<file path="src/rtl/ihc_pkg.sv">
// Types and constants of the IPv4 header checker.
package ihc_pkg;

   localparam logic [3:0] VERSION_IPV4  = 4'd4;
   localparam logic [3:0] MIN_IHL       = 4'd5;
   localparam logic [4:0] TTL_WORD_POS  = 5'd4;
   localparam logic [4:0] SUM_WORD_POS  = 5'd5;
   localparam logic [7:0] TTL_LIMIT     = 8'd1;

   typedef enum logic [1:0] {
      ST_ACCEPTED       = 2'd0,
      ST_BAD_HEADER     = 2'd1,
      ST_CSUM_MISMATCH  = 2'd2,
      ST_TTL_EXPIRED    = 2'd3
   } status_type;

   typedef struct packed {
      logic [15:0] word;
      logic        first;
      logic        trusted;
   } in_word_type;

   typedef struct packed {
      status_type  status;
      logic [15:0] checksum;
      logic [7:0]  ttl;
      logic [7:0]  protocol;
      logic [31:0] hdr_errors;
      logic [31:0] csum_errors;
      logic [31:0] accepted;
   } result_type;

endpackage

</file>
<file path="src/rtl/ihc_check.sv">
// Header parser: tracks word position, sums the header and decides the status.
module ihc_check (
   input  logic                 clock,
   input  logic                 reset,
   input  logic                 fire,
   input  ihc_pkg::in_word_type item,
   output logic                 res_valid,
   output ihc_pkg::result_type  res
);

   logic        in_header_ff, in_header_in;
   logic [4:0]  pos_ff, pos_in;
   logic [4:0]  total_ff, total_in;
   logic [20:0] sum_ff, sum_in;
   logic [15:0] stored_ff, stored_in;
   logic [7:0]  ttl_ff, ttl_in;
   logic [7:0]  proto_ff, proto_in;
   logic        trusted_ff, trusted_in;
   logic [31:0] verr_ff, verr_in;
   logic [31:0] cerr_ff, cerr_in;
   logic [31:0] acc_ff, acc_in;

   always_comb begin
      logic [3:0]  version;
      logic [3:0]  ihl;
      logic [4:0]  pos_next;
      logic [20:0] sum_now;
      logic [16:0] fold1;
      logic [15:0] fold2;
      logic [15:0] csum;

      version = item.word[15:12];
      ihl     = item.word[11:8];
      pos_next = pos_ff + 5'd1;

      in_header_in = in_header_ff;
      pos_in       = pos_ff;
      total_in     = total_ff;
      sum_in       = sum_ff;
      stored_in    = stored_ff;
      ttl_in       = ttl_ff;
      proto_in     = proto_ff;
      trusted_in   = trusted_ff;
      verr_in      = verr_ff;
      cerr_in      = cerr_ff;
      acc_in       = acc_ff;

      res_valid    = 1'b0;
      res.status   = ihc_pkg::ST_ACCEPTED;
      res.checksum = '0;
      res.ttl      = '0;
      res.protocol = '0;

      // Sum with this word added (checksum word counts as zero), fold twice, invert.
      if (pos_ff == ihc_pkg::SUM_WORD_POS) begin
         sum_now = sum_ff;
      end else begin
         sum_now = sum_ff + {5'd0, item.word};
      end
      fold1 = {1'b0, sum_now[15:0]} + {12'd0, sum_now[20:16]};
      fold2 = fold1[15:0] + {15'd0, fold1[16]};
      csum  = ~fold2;

      if (fire) begin
         if (item.first) begin
            if (version != ihc_pkg::VERSION_IPV4 || ihl < ihc_pkg::MIN_IHL) begin
               // Bad first word: report at once, drop words until next mark.
               in_header_in = 1'b0;
               pos_in       = '0;
               verr_in      = verr_ff + 32'd1;
               res_valid    = 1'b1;
               res.status   = ihc_pkg::ST_BAD_HEADER;
            end else begin
               in_header_in = 1'b1;
               total_in     = {ihl, 1'b0};
               pos_in       = 5'd1;
               sum_in       = {5'd0, item.word};
               trusted_in   = item.trusted;
               stored_in    = '0;
               ttl_in       = '0;
               proto_in     = '0;
            end
         end else if (in_header_ff) begin
            if (pos_ff == ihc_pkg::TTL_WORD_POS) begin
               ttl_in   = item.word[15:8];
               proto_in = item.word[7:0];
            end
            if (pos_ff == ihc_pkg::SUM_WORD_POS) begin
               stored_in = item.word;
            end else begin
               sum_in = sum_ff + {5'd0, item.word};
            end
            pos_in = pos_next;
            if (pos_next == total_ff) begin
               in_header_in = 1'b0;
               pos_in       = '0;
               res_valid    = 1'b1;
               res.checksum = csum;
               res.ttl      = ttl_in;
               res.protocol = proto_in;
               if (!trusted_ff && csum != stored_in) begin
                  cerr_in    = cerr_ff + 32'd1;
                  res.status = ihc_pkg::ST_CSUM_MISMATCH;
               end else if (ttl_in <= ihc_pkg::TTL_LIMIT) begin
                  res.status = ihc_pkg::ST_TTL_EXPIRED;
               end else begin
                  acc_in     = acc_ff + 32'd1;
                  res.status = ihc_pkg::ST_ACCEPTED;
               end
            end
         end
      end

      res.hdr_errors  = verr_in;
      res.csum_errors = cerr_in;
      res.accepted    = acc_in;
   end

   always_ff @(posedge clock) begin
      if (reset) begin
         in_header_ff <= 1'b0;
         pos_ff       <= '0;
         total_ff     <= '0;
         sum_ff       <= '0;
         stored_ff    <= '0;
         ttl_ff       <= '0;
         proto_ff     <= '0;
         trusted_ff   <= 1'b0;
         verr_ff      <= '0;
         cerr_ff      <= '0;
         acc_ff       <= '0;
      end else begin
         in_header_ff <= in_header_in;
         pos_ff       <= pos_in;
         total_ff     <= total_in;
         sum_ff       <= sum_in;
         stored_ff    <= stored_in;
         ttl_ff       <= ttl_in;
         proto_ff     <= proto_in;
         trusted_ff   <= trusted_in;
         verr_ff      <= verr_in;
         cerr_ff      <= cerr_in;
         acc_ff       <= acc_in;
      end
   end

endmodule

</file>
<file path="config.mk">
export PLATFORM = sky130hd
export DESIGN_NAME = ihc_check
export DESIGN_NICKNAME = d
export VERILOG_FILES = /design/src/rtl/ihc_pkg.sv /design/src/rtl/ihc_check.sv
export SDC_FILE = /design/constraint.sdc
export NUM_CORES = 1
export LEC_CHECK = 0
export BUFFER_PORTS_ARGS = -buffer_cell sky130_fd_sc_hd__buf_4
export CAP_MARGIN = 20
export CORE_ASPECT_RATIO = 1.5
export CORE_MARGIN = 3
export CORE_UTILIZATION = 40
export CTS_CLUSTER_DIAMETER = 30
export DETAILED_ROUTE_END_ITERATION = 7
export GPL_ROUTABILITY_DRIVEN = 1
export PLACE_DENSITY = 0.65
export SYNTH_ARGS = -nofsm -noshare
export SYNTH_HDL_FRONTEND = slang
export SYNTH_SLANG_ARGS = --single-unit
</file>
<file path="constraint.sdc">
create_clock -name clock -period 20.1 [get_ports clock]
set_clock_uncertainty 0.15 [all_clocks]
set_input_delay 3.015 -clock clock [delete_from_list [all_inputs] [get_ports clock]]
set_output_delay 3.015 -clock clock [all_outputs]
set_load 0.02 [all_outputs]
</file>
==> results of run 1 <==
## worst register-to-register path, delay by kind of cell (launching register included)
kind / cells / cell delay (ps)
AOI/OAI and AO/OA: 13 / 3710
DFF: 1 / 360
buffers and inverters: 2 / 140
xor gates and xnor gates: 1 / 210
and+or+nand+nor: 13 / 3250
adders and majority gates: 6 / 1600
## final timing paths
check | start | to | cells after the start | slack (ps)
worst max-delay path | item[2] | res[18] | 37 | 4830
worst min-delay path | sum_ff[5] | sum_ff[5] | 2 | 330
worst max register to register | sum_ff[0] | acc_ff[12] | 35 | 10610
worst min register to register | sum_ff[5] | sum_ff[5] | 2 | 330
## state kept, by name, indices dropped and copies added (netlist names)
register / cells
acc_ff: 32
cerr_ff: 32
in_header_ff: 1
pos_ff: 5
proto_ff: 8
stored_ff: 16
sum_ff: 21
total_ff: 4
trusted_ff: 1
ttl_ff: 8
verr_ff: 32
## power by group through the flow
stage	clock network (mW)	registers, mW	logic [mW]
2_1_floorplan	0	0.328	0.0736
3_3_place_gp	0	0.328	0.103
3_5_place_dp	0	0.328	0.104
4_1_cts	0.361	0.321	0.105
5_1_grt	0.373	0.321	0.114
6_report	0.354	0.321	0.106
## logic make-up after synthesis
logic type,share of synthesized area
xor+xnor,0.09815
mux,0.05944
flops,0.2898
simple gates,0.2993
buf+inv,0.04370
compound gates,0.1731
fa+ha+maj,0.03645
## metal layers
metal	GRT usage	vias to the layer above
li1	-	5140
met1	0.2517	4920
met2	0.3940	339
met3	0.03305	78
met4	0.1116	0
met5	0	-
## stage by stage
step / area [µm²] / hold slack (ps) / setup WS, ps / util / total power [mW]
final: 13050 / 334.9 / 4833 / 0.4861 / 0.7802
after floorplan: 11050 / 293.5 / 6584 / - / 0.4011
after global placement: 12410 / 313.4 / 5299 / 0.4620 / 0.4311
after detailed placement: 12430 / 327.2 / 4974 / 0.4627 / 0.4320
after global routing: 13050 / 354.1 / 4250 / 0.4861 / 0.8076
after CTS: 13050 / 337.0 / 4960 / 0.4861 / 0.7862
## synth_stat cells, types with 24 or more instances
| cell | number | share of area |
|---|---|---|
| nand4_1 | 27 | 0.015 |
| and2_1 | 28 | 0.016 |
| mux2_2 | 36 | 0.037 |
| xor2_1 | 37 | 0.029 |
| ha_1 | 29 | 0.033 |
| mux2i_1 | 24 | 0.022 |
| a21oi_1 | 68 | 0.031 |
| nor2_1 | 148 | 0.050 |
| and3_1 | 51 | 0.029 |
| nand3_1 | 48 | 0.022 |
| inv_1 | 33 | 0.011 |
| xnor2_1 | 74 | 0.059 |
| nand2_1 | 149 | 0.051 |
| dfxtp_1 | 160 | 0.29 |
| clkbuf_1 | 62 | 0.021 |
| nor2b_1 | 71 | 0.040 |
| a22oi_1 | 43 | 0.029 |
| o21ai_0 | 24 | 0.011 |
## final cells by class
type	instances	area [µm²]
Fill cell	2708	13800
Tap cell	337	421.7
Timing Repair Buffer	168	1269
Clock inverter	12	170.2
Sequential cell	160	3203
Multi-Input combinational cell	1108	7405
Inverter	34	127.6
Clock buffer	20	456.7
==> impl_metrics.yaml, run 1 <==
detailed_routing:
  routed_wl_mm: 33.68
  vias_per_cell: 5.697
  num_vias: 10477
  drtIter0Drc: 643
  wl_met1_mm: 13.39
  drt_pass1_iterations: 5
  maxUsedRoutingLayer: "met4"
  drt_drc_violations_left: 0
  wl_met3_mm: 1.616
  wl_met2_mm: 17.04
  wl_per_cell_um: 18.31
  ant_nets: 0
layout:
  layout_common_cells: "buf_4 (166), dfxtp_1 (160), nand2_1 (149), nor2_1 (148), xnor2_1 (74)"
  synthToLayoutAreaGrowth_pct: 18.10
  drive_above_1_share: 0.1937
  stdcell_count: 1839
  final_nets: 1541
  final_common_cell: "buf_4"
  diodes: 0
critical_path:
  cp_num_buf_inv: 4
  path_common_cell: "ha_1"
  end_kind: "output port"
  path_max_fanout: 11
  arrival_ps: 12100
  critical_path_required_ps: 16940
  startpoint_type: "input pin"
  slowest_stage: "a211oi_2"
  criticalPathCategory: "in2out"
  worst_path_largest_cell_delay_ps: 820
  critPathTopFamily: "compound AO/OA/AOI/OAI gates"
global_route:
  antenna_found_initial: 0
  grtUsageTotal: 0.2205
  grt_remaining_overflow: 0
  grt_first_pass_wirelength_mm: 52.67
  grt_max_degree: 100
  grt_pass1_vias: 10021
floorplanning:
  start_util: 0.4116
  rows: 73
  io_pins: 152
  die_area_um2: 29700
  dieWidth_um: 141.7
  core_um2: 26850
  fp.dieH_um: 209.6
synth:
  async_flop_share: 0
  ys_warn_count: 0
  seq_area_frac_synth: 0.2898
  synth_seq_cells: 160
  yosysUniqueCellTypes: 84
  synth-edff-count: 0
  syn_avg_cell_area_um2: 8.003
  synthFlopType: "dfxtp_1"
  synth.cell_area_um2: 11050
  synth_cells: 1381
  synthesis.nets: 1433
clock_tree:
  cts.sinks: 160
  clk_pin_slew_ps: 70
  cts_resized: 0
  ctsHoldBuffers: 0
  post_cts_buffers: 0
  cts_root_buf: "clkbuf_16"
  clk_latency_ps: 440
  clk_path_buf_depth: 2
  cts_tree: "built"
  cts_made_buffers: 17
  htree_levels: 4
timing:
  fmax_mhz: 65.50
  fin_setup_tns_ps: 0
  period_needed_ps: 15270
  finalSetupViolCount: 0
  rsz0062_at_grt: "no"
  hold_viol: 0
  worstMarginPinSlew_ps: 1051
  slew_headroom: 0.2974
  drv_slew: 0
  final.period_utilization: 0.7595
power_and_ir_drop:
  internal_power_uw: 562.0
  sw_frac_of_total: 0.2796
  ir_drop_mv: 0.06110
  pwr-share-comb: 0.135
  sequentialPowerShare: 0.411
  power_density_nw_per_um2: 59.77
  switchingPower_uw: 218.2
  p_leak_nw: 5.545
  clkPwrFrac: 0.453
outcome:
  status: "finished, final reports clean"
placement:
  portBuffers: 151
  gp_congestion: 0.9074
  dp_hpwl_mm: 24.63
  dp.cells: 1807
run:
  cap_violations: 0
min_path:
  hp-class: "reg2reg"
No activity file was read; power rests on OpenSTA's default activity.
==> inputs of run 2 (changes only) <==
==> constraint.sdc (replaced) <==
create_clock -name clock -period 14.8 [get_ports clock]
set_clock_uncertainty 0.15 [all_clocks]
set_input_delay 2.22 -clock clock [delete_from_list [all_inputs] [get_ports clock]]
set_output_delay 2.22 -clock clock [all_outputs]
set_load 0.02 [all_outputs]
==> impl_metrics.yaml, run 2 (synthesized netlist as in run 1, its figures left out) <==
outcome:
  status: "finished, final reports clean"
layout:
  stdcell_count: 1838
  largestRegisters: "acc_ff (32), cerr_ff (32), verr_ff (32)"
  synthToLayoutAreaGrowth_pct: 17.97
  final_common_cell: "buf_4"
  drive_above_1_share: 0.1932
  diodes: 0
  fin_area_um2: 13040
  layout_common_cells: "buf_4 (166), dfxtp_1 (160), nand2_1 (149), nor2_1 (148), xnor2_1 (74)"
  final_nets: 1541
detailed_routing:
  drtIter0Drc: 622
  wl_per_cell_um: 18.00
  ant_nets: 0
  routed_wl_mm: 33.08
  num_vias: 10424
  drt_drc_violations_left: 0
  vias_per_cell: 5.671
  drt_pass1_iterations: 5
power_and_ir_drop:
  p_leak_nw: 5.550
  power_mw: 1.049
  ir_drop_mv: 0.08498
  power_density_nw_per_um2: 80.46
clock_tree:
  ctsHoldBuffers: 0
  clk_latency_ps: 440
  clk_pin_slew_ps: 70
  htree_levels: 4
  cts_tree: "built"
  cts.sinks: 160
  cts_root_buf: "clkbuf_16"
  clk_path_buf_depth: 2
  cts_made_buffers: 17
  cts_resized: 0
  post_cts_buffers: 0
critical_path:
  critical_path_required_ps: 12430
  arrival_ps: 11230
  end_kind: "output port"
  r2r-start: "sum_ff[0]"
  path_max_fanout: 11
  criticalPathCategory: "in2out"
  path_common_cell: "ha_1"
  startpoint_type: "input pin"
  slowest_stage: "a211oi_2"
  startpoint: "item[2]"
  worst_path_largest_cell_delay_ps: 770
placement:
  dp_hpwl_mm: 24.38
  gp_congestion: 0.9068
  place_area_um2: 12430
  dp.cells: 1807
  portBuffers: 151
timing:
  drv_slew: 0
  fin_hold_ws_ps: 334.1
  hold_viol: 0
  rsz0062_at_grt: "no"
  fin_setup_tns_ps: 0
  final.period_utilization: 0.9188
  period_needed_ps: 13600
  fmax_mhz: 73.54
  finalSetupViolCount: 0
  slew_headroom: 0.2855
  worstMarginPinSlew_ps: 1069
floorplanning:
  start_util: 0.4116
  rows: 73
  core_um2: 26850
  dieWidth_um: 141.7
  die_area_um2: 29700
  io_pins: 152
  fp.dieH_um: 209.6
min_path:
  worstHoldStart: "sum_ff[5]"
  hp-class: "reg2reg"
global_route:
  met2_usage: 0.3842
  gr-usage-met1: 0.2493
  grtUsageTotal: 0.2179
  grt_max_degree: 100
  antenna_found_initial: 0
  grt_first_pass_wirelength_mm: 52.03
  grt_remaining_overflow: 0
  met3_usage: 0.03442
  grt-busiest-layer: "met2"
  grt_pass1_vias: 10004
run:
  cap_violations: 0
-- run 2: cell types whose count changed in the layout (fill, tap and decap cells not counted), sizes merged --
cell	change
clkinvlp	-3
clkinv	+4
inv	-2
-- run 2: area by class of cell --
class | count | area, µm²
multi-input combinational | 1108 | 7405
fill | 2649 | 13820
clock inverter | 11 | 155.1
sequential | 160 | 3203
timing repair buffer | 168 | 1269
inverter | 34 | 127.6
tap | 337 | 421.7
clock buffer | 20 | 456.7
-- run 2: per-stage QoR --
stage / worst slack, ps / util
2_1_floorplan: 2874 / -
3_3_place_gp: 1589 / 0.4620
3_5_place_dp: 1299 / 0.4627
4_1_cts: 1264 / 0.4855
5_1_grt: 451.8 / 0.4855
6_report: 1202 / 0.4855
-- run 2: final timing paths --
| kind | slack, ps | endpoint | cells after the start |
|---|---|---|---|
| min | 330 | sum_ff[5] | 2 |
| max reg2reg | 5410 | acc_ff[8] | 35 |
| max | 1200 | res[9] | 37 |
| min reg2reg | 330 | sum_ff[5] | 2 |
-- run 2: power breakdown --
part / switching [mW] / internal, mW / total (mW)
Combinational: 0.0915 / 0.0512 / 0.143
Sequential: 0.00272 / 0.433 / 0.436
Clock: 0.194 / 0.276 / 0.470
Total: 0.288 / 0.761 / 1.05
-- run 2: worst max-delay path: cells and delay by family --
kind | cells | cell delay [ps]
and+or+nand+nor | 14 | 3410
adders and majority gates | 6 | 1580
buffers and inverters | 4 | 400
xor gates and xnor gates | 1 | 220
AOI/OAI and AO/OA | 12 | 3410
-- run 2: metal layers --
layer	wire, µm	up-vias
met2	16580	298
met5	0	-
met3	1436	79
met4	1734	0
li1	-	5123
met1	13320	4924
==> inputs of run 3 (changes only) <==
--- a/config.mk
+++ b/config.mk
@@ -9,11 +9,11 @@
 export CAP_MARGIN = 20
 export CORE_ASPECT_RATIO = 1.5
 export CORE_MARGIN = 3
-export CORE_UTILIZATION = 40
+export CORE_UTILIZATION = 45
 export CTS_CLUSTER_DIAMETER = 30
 export DETAILED_ROUTE_END_ITERATION = 7
 export GPL_ROUTABILITY_DRIVEN = 1
-export PLACE_DENSITY = 0.65
+export PLACE_DENSITY = 0.71
 export SYNTH_ARGS = -nofsm -noshare
 export SYNTH_HDL_FRONTEND = slang
 export SYNTH_SLANG_ARGS = --single-unit
==> constraint.sdc (replaced) <==
create_clock -name clock -period 16.8 [get_ports clock]
set_clock_uncertainty 0.15 [all_clocks]
set_input_delay 2.52 -clock clock [delete_from_list [all_inputs] [get_ports clock]]
set_output_delay 2.52 -clock clock [all_outputs]
set_load 0.02 [all_outputs]
==> impl_metrics.yaml, run 3 (synthesized netlist as in run 1, its figures left out) <==
outcome:
  status: "finished, final reports clean"
placement:
  gp_congestion: 0.9887
  dp_hpwl_mm: 24.42
  portBuffers: 151
  dp.cells: 1786
global_route:
  antenna_found_initial: 0
  grt_max_degree: 117
  grtUsageTotal: 0.2469
  grt_remaining_overflow: 0
  grt_first_pass_wirelength_mm: 52.85
  grt_pass1_vias: 10375
critical_path:
  r2r_end: "acc_ff[14]"
  r2r.worst_path.cells: 35
  r2r-start: "sum_ff[0]"
  path_max_fanout: 11
  reg2reg_slack_ps: 7480
  end_kind: "output port"
  startpoint_type: "input pin"
  slowest_stage: "a211oi_2"
  path_common_cell: "ha_1"
  worst_path_largest_cell_delay_ps: 780
  arrival_ps: 11450
  critical_path_required_ps: 14130
  criticalPathCategory: "in2out"
clock_tree:
  post_cts_buffers: 0
  htree_levels: 4
  cts_made_buffers: 17
  ctsHoldBuffers: 0
  clk_latency_ps: 430
  clk_path_buf_depth: 2
  cts.sinks: 160
  cts_tree: "built"
  clk_pin_slew_ps: 70
  cts_resized: 0
  cts_root_buf: "clkbuf_16"
timing:
  fin_hold_ws_ps: 331.5
  fmax_mhz: 70.81
  fin_setup_tns_ps: 0
  finalSetupViolCount: 0
  drv_slew: 0
  final.period_utilization: 0.8407
  slew_headroom: 0.2340
  hold_viol: 0
  period_needed_ps: 14120
  worstMarginPinSlew_ps: 1145
  rsz0062_at_grt: "no"
power_and_ir_drop:
  internal_power_uw: 670.4
  power_density_nw_per_um2: 70.90
  sw_frac_of_total: 0.2727
  sequentialPowerShare: 0.417
  power_uw: 921.8
  ir_drop_mv: 0.06987
  p_leak_nw: 5.531
  switchingPower_uw: 251.4
  clkPwrFrac: 0.449
  pwr-share-comb: 0.135
detailed_routing:
  num_vias: 10561
  routed_wl_mm: 32.80
  drt_drc_violations_left: 0
  ant_nets: 0
  vias_per_cell: 5.806
  drtIter0Drc: 660
  drt_pass1_iterations: 5
  wl_per_cell_um: 18.03
layout:
  stdcell_count: 1819
  synthToLayoutAreaGrowth_pct: 17.64
  drive_above_1_share: 0.1913
  layout_common_cells: "buf_4 (163), dfxtp_1 (160), nand2_1 (149), nor2_1 (148), xnor2_1 (74)"
  diodes: 0
  final_common_cell: "buf_4"
  post-route-util: 0.5437
  largestRegisters: "acc_ff (32), cerr_ff (32), verr_ff (32)"
  final_nets: 1539
min_path:
  hp-class: "reg2reg"
  worstHoldStart: "sum_ff[15]"
  hold_depth: 2
  hold_end: "sum_ff[15]"
floorplanning:
  io_pins: 152
  start_util: 0.4621
  rows: 69
  die_area_um2: 26510
  fp.dieH_um: 197.9
  dieWidth_um: 134.0
  core_um2: 23910
run:
  cap_violations: 0
## run 3: changes by cell type in the layout (fill, tap and decap cells not counted), moves of 2 or more
| cell | previous run | this run |
|---|---|---|
| buf_4 | 166 | 163 |
| clkbuf_1 | 1 | 3 |
| inv_6 | 2 | 4 |
| clkinv_4 | 3 | 1 |
| clkinv_2 | 2 | 0 |
| clkinvlp_4 | 0 | 2 |
## run 3: worst max path at each step
stage          startpoint  endpoint  slack [ps]  cells past startpoint
6_report          item[2]   res[16]        2680                     37
4_1_cts           item[2]   res[30]        2740                     36
5_1_grt           item[2]   res[16]        1960                     37
3_5_place_dp      item[2]   res[30]        2770                     37
3_3_place_gp      item[2]   res[30]        3000                     36
2_1_floorplan     item[2]    res[2]        4270                     36
## run 3: per-layer routing
layer | part of all wire | GRT usage
met1 | 0.39 | 0.2731
met2 | 0.51 | 0.4403
met5 | 0 | 0
met4 | 0.054 | 0.1441
met3 | 0.049 | 0.04499
## run 3: final cells by class
cell class              count  area [µm²]
well taps                 319       399.1
fillers                  2292       10910
clock buffers              22       464.2
clock inverters            10       148.9
repair buffers            166        1261
flip-flops and latches    160        3203
multi-input cells        1108        7397
inverters                  34       127.6
## run 3: power by group through the flow
stage / Combinational [mW] / Sequential, mW / Clock (mW)
4_1_cts: 0.123 / 0.384 / 0.422
5_1_grt: 0.135 / 0.384 / 0.438
3_5_place_dp: 0.122 / 0.393 / 0
6_report: 0.124 / 0.384 / 0.414
3_3_place_gp: 0.121 / 0.392 / 0
2_1_floorplan: 0.0880 / 0.392 / 0
## run 3: worst max-delay path: cells and delay by family
kind / cells / cell delay, ps
AOI/OAI and AO/OA: 12 / 3340
and+or+nand+nor: 14 / 3330
adders and majority gates: 6 / 1630
buffers and inverters: 4 / 410
xor gates and xnor gates: 1 / 220
## run 3: through the flow
| stage | instance area (µm²) | setup slack (ps) |
|---|---|---|
| floorplan | 11050 | 4274 |
| global placement | 12350 | 2996 |
| detailed placement | 12370 | 2775 |
| CTS | 12990 | 2740 |
| global route | 13000 | 1958 |
| finish | 13000 | 2677 |
